--- src/rtl/atp_pkg.sv ---
`timescale 1ns / 1ps
package atp_pkg;
    localparam int NUM_REGS = 6;
    localparam int SAMPLE_WIDTH = 16;
    localparam logic [2:0] REG_GAIN_X   = 3'd0;
    localparam logic [2:0] REG_GAIN_Y   = 3'd1;
    localparam logic [2:0] REG_GAIN_Z   = 3'd2;
    localparam logic [2:0] REG_OFFSET_X = 3'd3;
    localparam logic [2:0] REG_OFFSET_Y = 3'd4;
    localparam logic [2:0] REG_OFFSET_Z = 3'd5;

    localparam logic signed [15:0] CX_FROM_Y = -16'sd516;
    localparam logic signed [15:0] CX_FROM_Z = -16'sd104;
    localparam logic signed [15:0] CY_FROM_X = -16'sd306;
    localparam logic signed [15:0] CY_FROM_Z = -16'sd19;
    localparam logic signed [15:0] CZ_FROM_X = -16'sd1;
    localparam logic signed [15:0] CZ_FROM_Y = -16'sd74;

    localparam logic signed [15:0] ANGLE_MAX = 16'sd23040;
    localparam logic signed [15:0] ANGLE_QTR = 16'sd11520;
    localparam logic signed [31:0] HALF_TURN_Q16 = 32'sd11796480;

    typedef struct packed {
        logic signed [15:0] gain_x;
        logic signed [15:0] gain_y;
        logic signed [15:0] gain_z;
        logic signed [15:0] offset_x;
        logic signed [15:0] offset_y;
        logic signed [15:0] offset_z;
    } cal_regs_t;

    function automatic logic [15:0] fir_coef(input int k);
        case (k)
            0: fir_coef = 16'd6554;
            1: fir_coef = 16'd9830;
            2: fir_coef = 16'd32768;
            3: fir_coef = 16'd9830;
            4: fir_coef = 16'd6554;
            default: fir_coef = 16'd0;
        endcase
    endfunction

    function automatic logic [21:0] atan_q16(input logic [4:0] i);
        case (i)
            5'd0: atan_q16 = 22'd2949120;
            5'd1: atan_q16 = 22'd1740967;
            5'd2: atan_q16 = 22'd919879;
            5'd3: atan_q16 = 22'd466945;
            5'd4: atan_q16 = 22'd234379;
            5'd5: atan_q16 = 22'd117304;
            5'd6: atan_q16 = 22'd58666;
            5'd7: atan_q16 = 22'd29335;
            5'd8: atan_q16 = 22'd14668;
            5'd9: atan_q16 = 22'd7334;
            5'd10: atan_q16 = 22'd3667;
            5'd11: atan_q16 = 22'd1833;
            5'd12: atan_q16 = 22'd917;
            5'd13: atan_q16 = 22'd458;
            5'd14: atan_q16 = 22'd229;
            5'd15: atan_q16 = 22'd115;
            5'd16: atan_q16 = 22'd57;
            5'd17: atan_q16 = 22'd29;
            5'd18: atan_q16 = 22'd14;
            5'd19: atan_q16 = 22'd7;
            5'd20: atan_q16 = 22'd4;
            5'd21: atan_q16 = 22'd2;
            5'd22: atan_q16 = 22'd1;
            default: atan_q16 = 22'd0;
        endcase
    endfunction
endpackage

--- src/rtl/atp_fir_cell.sv ---
`timescale 1ns / 1ps
// One tap of the three-axis delay line. On shift, it takes its left
// neighbor's sample; on accumulate, it adds coef * held sample to the
// partial sum passed in from the left and hands it on.
module atp_fir_cell
    import atp_pkg::*;
#(
    parameter int SW = 16,
    parameter logic [15:0] COEF = 16'd0
)
(
    input  logic                 clk,
    input  logic                 rst_n,
    input  logic                 shift,
    input  logic [1:0]           axis,
    input  logic signed [SW-1:0] s_in,
    output logic signed [SW-1:0] s_out,
    input  logic signed [SW+19:0] acc_in,
    output logic signed [SW+19:0] acc_out
);
    logic signed [SW-1:0] x_reg, y_reg, z_reg;
    logic signed [SW-1:0] sel;

    always_ff @(posedge clk or negedge rst_n)
    begin
        if (!rst_n)
        begin
            x_reg <= '0;
            y_reg <= '0;
            z_reg <= '0;
        end
        else if (shift)
        begin
            case (axis)
                2'd0: x_reg <= s_in;
                2'd1: y_reg <= s_in;
                default: z_reg <= s_in;
            endcase
        end
    end

    always_comb
    begin
        case (axis)
            2'd0: sel = x_reg;
            2'd1: sel = y_reg;
            default: sel = z_reg;
        endcase
    end

    assign s_out = sel;
    assign acc_out = acc_in + (SW+20)'($signed({1'b0, COEF}) * sel);
endmodule

--- src/rtl/atp_cordic.sv ---
`timescale 1ns / 1ps
// Iterative vectoring CORDIC, one micro-rotation per cycle.
module atp_cordic
    import atp_pkg::*;
#(
    parameter int STEPS = 16
)
(
    input  logic               clk,
    input  logic               rst_n,
    input  logic               start,
    input  logic signed [15:0] num,
    input  logic signed [15:0] den,
    output logic               done,
    output logic signed [15:0] angle
);
    localparam int NSTEP = (STEPS < 24) ? STEPS : 24;
    logic signed [39:0] x_reg, y_reg;
    logic signed [31:0] z_reg;
    logic [4:0] i_reg;
    logic busy_reg, done_reg;
    logic signed [15:0] angle_reg;
    logic signed [39:0] dx, dy;
    logic signed [31:0] zr;
    logic signed [22:0] rr;

    assign dx = y_reg >>> i_reg;
    assign dy = x_reg >>> i_reg;
    assign zr = (z_reg + 32'sd256) >>> 9;
    assign rr = zr[22:0];

    always_ff @(posedge clk or negedge rst_n)
    begin
        if (!rst_n)
        begin
            busy_reg <= 1'b0;
            done_reg <= 1'b0;
            i_reg <= '0;
        end
        else
        begin
            done_reg <= 1'b0;
            if (start)
            begin
                i_reg <= '0;
                if (num == 16'sd0)
                begin
                    angle_reg <= (den < 0) ? ANGLE_MAX : 16'sd0;
                    done_reg <= 1'b1;
                end
                else if (den == 16'sd0)
                begin
                    angle_reg <= (num > 0) ? ANGLE_QTR : -ANGLE_QTR;
                    done_reg <= 1'b1;
                end
                else
                begin
                    busy_reg <= 1'b1;
                    if (den < 0)
                    begin
                        x_reg <= -({{4{den[15]}}, den, 20'd0});
                        y_reg <= -({{4{num[15]}}, num, 20'd0});
                        z_reg <= (num > 0) ? HALF_TURN_Q16 : -HALF_TURN_Q16;
                    end
                    else
                    begin
                        x_reg <= {{4{den[15]}}, den, 20'd0};
                        y_reg <= {{4{num[15]}}, num, 20'd0};
                        z_reg <= '0;
                    end
                end
            end
            else if (busy_reg)
            begin
                if (i_reg == 5'(NSTEP))
                begin
                    busy_reg <= 1'b0;
                    done_reg <= 1'b1;
                    if (zr > 32'sd23040)
                        angle_reg <= ANGLE_MAX;
                    else if (zr < -32'sd23040)
                        angle_reg <= -ANGLE_MAX;
                    else
                        angle_reg <= rr[15:0];
                end
                else
                begin
                    i_reg <= i_reg + 5'd1;
                    if (y_reg > 0)
                    begin
                        x_reg <= x_reg + dx;
                        y_reg <= y_reg - dy;
                        z_reg <= z_reg + $signed({10'd0, atan_q16(i_reg)});
                    end
                    else if (y_reg < 0)
                    begin
                        x_reg <= x_reg - dx;
                        y_reg <= y_reg + dy;
                        z_reg <= z_reg - $signed({10'd0, atan_q16(i_reg)});
                    end
                end
            end
        end
    end

    assign done = done_reg;
    assign angle = angle_reg;
endmodule

--- src/rtl/accel_tilt_pipeline_unit.sv ---
`timescale 1ns / 1ps
// Accelerometer tilt unit.
// s_axis carries one x,y,z sample in mg; m_axis returns the calibrated
// axes and the pitch and roll angles for it, one result item per sample.
// cfg writes the six calibration registers by index; unknown indexes are
// dropped. Write configuration only while the unit is idle.
// Each result item is built in order by the FIR row (one axis per cycle),
// the nine 3x3 products on the one shared multiplier (operand register,
// then accumulate), and the pitch and then roll angle on one iterative
// CORDIC. An angle that is a special case skips the CORDIC iterations.
// The unit accepts a new sample in the cycle after the previous result
// has been taken, and not before; while the receiver stalls, the unit
// holds m_axis_tvalid and the data, and the next sample waits.
// Reset clears the FIR history to zero and loads the default calibration.
module accel_tilt_pipeline_unit
    import atp_pkg::*;
#(
    parameter int TAPS = 5,
    parameter int CORDIC_STEPS = 16
)
(
    input  logic        clk,
    input  logic        rst_n,
    input  logic        s_axis_tvalid,
    output logic        s_axis_tready,
    // sample_x, sample_y, sample_z, each 16 bits from the lowest bit up
    input  logic [47:0] s_axis_tdata,
    output logic        m_axis_tvalid,
    input  logic        m_axis_tready,
    // cal_x, cal_y, cal_z, pitch_deg, roll_deg, 16 bits each, lowest first
    output logic [79:0] m_axis_tdata,
    input  logic        cfg_valid,
    output logic        cfg_ready,
    input  logic [2:0]  cfg_index,
    input  logic [15:0] cfg_data
);
    localparam int SW = SAMPLE_WIDTH;
    localparam int AW = SW + 20;

    localparam logic [2:0] ST_IDLE = 3'd0;
    localparam logic [2:0] ST_FIR  = 3'd1;
    localparam logic [2:0] ST_MAC  = 3'd2;
    localparam logic [2:0] ST_P    = 3'd3;
    localparam logic [2:0] ST_R    = 3'd4;
    localparam logic [2:0] ST_OUT  = 3'd5;

    logic [2:0] state_reg;
    logic [1:0] axis_reg;
    logic [3:0] mac_reg;
    cal_regs_t regs_reg;
    logic [47:0] in_reg;
    logic signed [AW-1:0] f_reg [3];
    logic signed [63:0] s_reg;
    logic signed [15:0] c_reg [3];
    logic signed [15:0] pitch_reg, roll_reg;
    logic signed [AW-1:0] prod_a_reg;
    logic signed [15:0] prod_b_reg;
    logic prod_v_reg;

    logic signed [SW-1:0] chain [TAPS+1];
    logic signed [AW-1:0] acc [TAPS+1];
    logic shift;
    logic signed [SW-1:0] cur;

    always_comb
    begin
        case (axis_reg)
            2'd0: cur = in_reg[SW-1:0];
            2'd1: cur = in_reg[16+SW-1:16];
            default: cur = in_reg[32+SW-1:32];
        endcase
    end

    assign shift = (state_reg == ST_FIR);
    assign chain[0] = cur;
    assign acc[0] = '0;

    genvar g;
    generate
        for (g = 0; g < TAPS; g++)
        begin : g_tap
            if (g == 0)
            begin : g_new
                assign chain[1] = chain[0];
                assign acc[1] = acc[0] + AW'($signed({1'b0, fir_coef(0)}) * chain[0]);
            end
            else
            begin : g_cell
                atp_fir_cell #(.SW(SW), .COEF(fir_coef(g))) u_cell (
                    .clk(clk), .rst_n(rst_n), .shift(shift), .axis(axis_reg),
                    .s_in(chain[g]), .s_out(chain[g+1]),
                    .acc_in(acc[g]), .acc_out(acc[g+1]));
            end
        end
    endgenerate

    // Multiplier operand selection: row = mac/3, column = mac%3 (small table).
    logic [1:0] row, col;
    logic signed [15:0] coef_sel;
    always_comb
    begin
        case (mac_reg)
            4'd0: begin row = 2'd0; col = 2'd0; end
            4'd1: begin row = 2'd0; col = 2'd1; end
            4'd2: begin row = 2'd0; col = 2'd2; end
            4'd3: begin row = 2'd1; col = 2'd0; end
            4'd4: begin row = 2'd1; col = 2'd1; end
            4'd5: begin row = 2'd1; col = 2'd2; end
            4'd6: begin row = 2'd2; col = 2'd0; end
            4'd7: begin row = 2'd2; col = 2'd1; end
            default: begin row = 2'd2; col = 2'd2; end
        endcase
        case ({row, col})
            4'b0000: coef_sel = regs_reg.gain_x;
            4'b0001: coef_sel = CX_FROM_Y;
            4'b0010: coef_sel = CX_FROM_Z;
            4'b0100: coef_sel = CY_FROM_X;
            4'b0101: coef_sel = regs_reg.gain_y;
            4'b0110: coef_sel = CY_FROM_Z;
            4'b1000: coef_sel = CZ_FROM_X;
            4'b1001: coef_sel = CZ_FROM_Y;
            default: coef_sel = regs_reg.gain_z;
        endcase
    end

    logic signed [15:0] off_sel;
    always_comb
    begin
        case (row)
            2'd0: off_sel = regs_reg.offset_x;
            2'd1: off_sel = regs_reg.offset_y;
            default: off_sel = regs_reg.offset_z;
        endcase
    end

    logic signed [AW+15:0] prod_n;
    logic signed [63:0] prod, s_sum, rnd;
    logic signed [63:0] off64;
    assign prod_n = prod_a_reg * prod_b_reg;
    assign prod = 64'(prod_n);
    assign s_sum = s_reg + prod;
    assign rnd = (s_sum + 64'sd134217728) >>> 28;

    logic signed [15:0] sat;
    always_comb
    begin
        if (rnd > 64'sd32767) sat = 16'sh7fff;
        else if (rnd < -64'sd32768) sat = 16'sh8000;
        else sat = rnd[15:0];
    end
    assign off64 = 64'(off_sel) <<< 24;

    logic cd_start, cd_done;
    logic signed [15:0] cd_num, cd_angle;
    assign cd_num = (state_reg == ST_R) ? c_reg[1] : c_reg[0];
    atp_cordic #(.STEPS(CORDIC_STEPS)) u_cordic (
        .clk(clk), .rst_n(rst_n), .start(cd_start), .num(cd_num),
        .den(c_reg[2]), .done(cd_done), .angle(cd_angle));

    assign s_axis_tready = (state_reg == ST_IDLE);
    assign m_axis_tvalid = (state_reg == ST_OUT);
    assign cfg_ready = 1'b1;
    assign m_axis_tdata = {roll_reg, pitch_reg, c_reg[2], c_reg[1], c_reg[0]};

    always_ff @(posedge clk or negedge rst_n)
    begin
        if (!rst_n)
        begin
            state_reg <= ST_IDLE;
            axis_reg <= '0;
            mac_reg <= '0;
            prod_v_reg <= 1'b0;
            cd_start <= 1'b0;
            regs_reg <= {16'sd16359, 16'sd16781, 16'sd16163,
                         16'sd141, 16'sd106, -16'sd861};
        end
        else
        begin
            cd_start <= 1'b0;
            if (cfg_valid)
            begin
                case (cfg_index)
                    REG_GAIN_X: regs_reg.gain_x <= cfg_data;
                    REG_GAIN_Y: regs_reg.gain_y <= cfg_data;
                    REG_GAIN_Z: regs_reg.gain_z <= cfg_data;
                    REG_OFFSET_X: regs_reg.offset_x <= cfg_data;
                    REG_OFFSET_Y: regs_reg.offset_y <= cfg_data;
                    REG_OFFSET_Z: regs_reg.offset_z <= cfg_data;
                    default: ;
                endcase
            end
            case (state_reg)
                ST_IDLE:
                begin
                    if (s_axis_tvalid)
                    begin
                        in_reg <= s_axis_tdata;
                        axis_reg <= '0;
                        state_reg <= ST_FIR;
                    end
                end
                ST_FIR:
                begin
                    f_reg[axis_reg] <= acc[TAPS];
                    if (axis_reg == 2'd2)
                    begin
                        axis_reg <= '0;
                        mac_reg <= '0;
                        prod_v_reg <= 1'b0;
                        state_reg <= ST_MAC;
                    end
                    else
                        axis_reg <= axis_reg + 2'd1;
                end
                ST_MAC:
                begin
                    // Register the operands first, then accumulate the product in the cycle after.
                    if (!prod_v_reg)
                    begin
                        prod_a_reg <= f_reg[col];
                        prod_b_reg <= coef_sel;
                        if (col == 2'd0)
                            s_reg <= off64;
                        prod_v_reg <= 1'b1;
                    end
                    else
                    begin
                        prod_v_reg <= 1'b0;
                        if (col == 2'd2)
                        begin
                            c_reg[row] <= sat;
                        end
                        else
                            s_reg <= s_sum;
                        if (mac_reg == 4'd8)
                        begin
                            state_reg <= ST_P;
                            cd_start <= 1'b1;
                        end
                        else
                            mac_reg <= mac_reg + 4'd1;
                    end
                end
                ST_P:
                begin
                    if (cd_done)
                    begin
                        pitch_reg <= cd_angle;
                        state_reg <= ST_R;
                        cd_start <= 1'b1;
                    end
                end
                ST_R:
                begin
                    if (cd_done && !cd_start)
                    begin
                        roll_reg <= cd_angle;
                        state_reg <= ST_OUT;
                    end
                end
                ST_OUT:
                begin
                    if (m_axis_tready)
                        state_reg <= ST_IDLE;
                end
                default: state_reg <= ST_IDLE;
            endcase
        end
    end
endmodule

--- config.mk ---
export PLATFORM = sky130hd
export DESIGN_NAME = accel_tilt_pipeline_unit
export DESIGN_NICKNAME = d
export VERILOG_FILES = /design/src/rtl/atp_pkg.sv /design/src/rtl/atp_fir_cell.sv /design/src/rtl/atp_cordic.sv /design/src/rtl/accel_tilt_pipeline_unit.sv
export SDC_FILE = /design/constraint.sdc
export NUM_CORES = 2
export LEC_CHECK = 0
export BUFFER_PORTS_ARGS = -buffer_cell sky130_fd_sc_hd__buf_2
export CELL_PAD_IN_SITES_DETAIL_PLACEMENT = 1
export CELL_PAD_IN_SITES_GLOBAL_PLACEMENT = 1
export CORE_ASPECT_RATIO = 0.6
export CORE_MARGIN = 2
export CORE_UTILIZATION = 56
export DETAILED_ROUTE_END_ITERATION = 10
export HOLD_SLACK_MARGIN = 0.03
export PLACE_DENSITY_LB_ADDON = 0.1
export SLEW_MARGIN = 5
export SYNTH_ARGS = -nofsm -noshare
export SYNTH_HDL_FRONTEND = slang
export SYNTH_SLANG_ARGS = --single-unit
export TNS_END_PERCENT = 5
--- constraint.sdc ---
create_clock -name clk -period 29.7 [get_ports clk]
set_input_delay 1.485 -clock clk [delete_from_list [all_inputs] [get_ports clk]]
set_output_delay 1.485 -clock clk [all_outputs]
set_load 0.1 [all_outputs]
==> results.cfg <==
[outcome]
status = completed

[logic_synthesis]
synthAdderAreaFrac = 0.326
muxShareOfSynthArea = 0.0700
synthArstFlopShare = 0.392
synth_largest_area_cell = fa_1
ys_types = 114
yosysSeqAreaShare = 0.252
yosys-top-cells-area = fa_1, edfxtp_1, ha_1
synth_edf_count = 475
synth-seq-cells = 781
synth_compound_area_frac = 0.105
postSynthCellCount = 8941
post-synth-top-area-fraction = 0.221
syn_avg_cell_area_um2 = 9.77
ys_warn_count = 0
synth_top_flop_cell = edfxtp_1
netlist_area_um2 = 87300
synth-xor-area-share = 0.0466
synthSimpleGateAreaFrac = 0.128
synth_top_family_by_area = adder cells
syn_nets = 10700

[floorplanning]
die_height_um = 310
core-area_um2 = 155000
die_x_um = 514
ios = 155
die-area_um2 = 159000
initial_core_util = 0.563
rows = 112

[routing]
drc = 0
num_vias = 69200
final_antenna_net_count = 0
wirelength_mm = 299
wl_per_cell_um = 27.0
vias_per_cell = 6.23
drt_pre_antenna_iters = 8
drt_iter0_drc = 7070

[global_routing]
overflow = 0
grt_max_degree = 120
antenna_found_initial = 15
grt_first_pass_wirelength_mm = 454
grt_pass1_vias = 72800
grt_usage = 0.378

[sta]
finClkSkew_ns = 0.0582
rsz0062_at_grt = no
setup_tns_ns = 0
max-slew-margin-rel = 0.135
worst_pin_slew_ns = 1.30
fin_ws_ns = 17.12
max_freq_ghz = 0.0795
hold_violations = 0
period_minus_slack_ns = 12.58
setup_violations = 0
timing.final.crit_share = 0.423
slew_viol_final = 0

[clock_network]
htree_num_levels = 3
holdBufCountCts = 0
cts_tree = built
cts_buffer_depth = 3
path_clk_slew_ns = 0.06
clock_sinks = 781
cts_made_buffers = 84
post_cts_buffers = 0
cts_root_buf = clkbuf_16
cts-resized-gates = 0
clkLatencyLatePin_ns = 0.76

[finish]
multiInputGateArea_um2 = 59200
area_growth_pct = 6.96
fin_nets = 10700
fillers = 17200
drive_gt1_frac = 0.0961
largest_reg_flops = 105
regArea_um2 = 22000

[placement]
dp_slack_ns = 17.52
dpl.hpwl_mm = 234
io_buffers = 153
gp_congestion = 1.07

[critical_path]
crit_required_ns = 30.16
criticalPathCategory = flip-flop to flip-flop
cp-end-kind = flip-flop
reg2reg_setup_slack_ns = 17.12
startpoint_type = flip-flop
path_max_fanout = 60
worstPathArrival_ns = 13.04
critPathSlowestCell = a21oi_1
critPathMaxStageDelay_ns = 0.82
reg2regPathDepth = 43

[pwr]
p_leak_nw = 44.2
pwr-share-clk = 0.471
internal_power_w = 0.00186
powerDensity_nw_per_um2 = 26.0
ir_worst_vdd_mv = 0.0480
p_sw_frac = 0.235
power_frac_comb = 0.034
pwr-share-seq = 0.494
p_switching_w = 0.000572

[worst_hold_path]
hold_class = flip-flop to flip-flop
worstHoldPathCells = 0

[job]
maxCapViolCount = 0
[synthesized netlist by cell type (14+ instances only)]
cell	count
a211oi_1	49
dfstp_2	45
xor2_1	186
o31ai_1	34
and2_1	261
o21ai_0	483
dfrtp_1	261
buf_1	38
and3_1	63
nand2_1	1062
buf_2	23
nor3_1	112
nor2b_1	36
mux2i_1	193
nand4_1	34
a21o_1	107
nor2_1	466
or2_2	25
clkbuf_1	271
a211o_1	14
nor4_1	28
ha_1	730
xnor2_1	276
a31oi_1	55
o211ai_1	30
or4_1	16
mux4_2	98
a311oi_1	14
a221oi_1	14
nand3b_1	15
o21a_1	47
a21oi_1	412
mux2_2	164
edfxtp_1	475
nand3_1	104
fa_1	965
inv_1	1305
or3_1	40
nand2b_1	73
o21bai_1	33
a21boi_0	23
[final cells by class]
cell class                      count  share of cell area
Tap cell                         2052              0.0275
Clock inverter                     37             0.00427
Inverter                         1311              0.0527
Antenna cell                        7            0.000188
Timing Repair Buffer              293              0.0198
Clock buffer                      117              0.0265
Sequential cell                   781               0.236
Multi-Input combinational cell   6502               0.633
[routing by layer]
metal | track usage | wire length, um
met2 | 0.532 | 122000
met1 | 0.570 | 136000
met3 | 0.116 | 34500
met5 | 0.0155 | 353
met4 | 0.0762 | 5790
[final timing paths]
check | from | to
min reg2reg | u_cordic.angle[15]$_DFFE_PP_ | pitch_reg[15]$_DFFE_PP_
max | axis_reg[0]$_DFFE_PN0P_ | f_reg[2][35]$_DFFE_PP_
min | u_cordic.angle[15]$_DFFE_PP_ | pitch_reg[15]$_DFFE_PP_
min in group asynchronous | rst_n | g_tap[2].g_cell.u_cell.z_reg[0]$_DFFE_PN0P_
max in group asynchronous | rst_n | u_cordic.i_reg[2]$_DFFE_PN0P_
max reg2reg | axis_reg[0]$_DFFE_PN0P_ | f_reg[2][35]$_DFFE_PP_
[worst max-delay path, delay by kind of cell, from the launching register on]
| family | cells | cell delay, ns |
|---|---|---|
| xor+xnor | 2 | 0.32 |
| buf+inv | 8 | 1.04 |
| simple gates | 6 | 0.85 |
| fa+ha+maj | 10 | 4.00 |
| mux | 1 | 0.27 |
| compound gates | 16 | 5.03 |
| flops | 1 | 0.78 |
[cell usage in the layout, fill, tap and decap left out, types with 92 or more instances in the layout]
| cell | netlist | layout |
|---|---|---|
| nor3_1 | 112 | 106 |
| nor2_1 | 466 | 456 |
| mux2_2 | 164 | 164 |
| xor2_1 | 186 | 186 |
| dfrtp_1 | 261 | 252 |
| mux2i_1 | 193 | 193 |
| inv_1 | 1305 | 1304 |
| a21oi_1 | 412 | 410 |
| xnor2_1 | 276 | 276 |
| nand3_1 | 104 | 104 |
| and2_1 | 261 | 260 |
| ha_1 | 730 | 730 |
| o21ai_0 | 483 | 480 |
| edfxtp_1 | 475 | 475 |
| a21o_1 | 107 | 107 |
| nand2_1 | 1062 | 1061 |
| clkbuf_16 | 0 | 92 |
| buf_2 | 23 | 152 |
| buf_4 | 7 | 138 |
| mux4_2 | 98 | 98 |
| fa_1 | 965 | 964 |
[metrics by stage]
stage	total power, W	cell area [um^2]	hold slack, ns	cells	utilization
CTS	0.00244	93400	0.448	11100	0.602
global route	0.00249	93400	0.461	11100	0.602
floorplan	0.00127	87300	0.421	8941	-
global placement	0.00130	90500	0.424	10900	0.583
finish	0.00243	93400	0.449	11100	0.602
detailed placement	0.00131	90500	0.432	10900	0.583
[logic make-up (layout without fill, tap and decap cells)]
logic type      Yosys count  count (layout)
buf+inv                1658            1758
simple gates           2398            2398
compound gates         1485            1485
other cells               1               8
mux                     460             460
xor+xnor                463             463
flops                   781             781
fa+ha+maj              1695            1695
[power groups by stage]
stage                     sequential, W  clock [W]  combinational, W
after floorplan                 0.00122          0         0.0000491
after global placement          0.00122          0         0.0000778
after detailed placement        0.00122          0         0.0000827
after CTS                       0.00120    0.00116         0.0000834
after global routing            0.00121    0.00119         0.0000907
final                           0.00120    0.00115         0.0000835
Power figures use the tool's default switching activity.
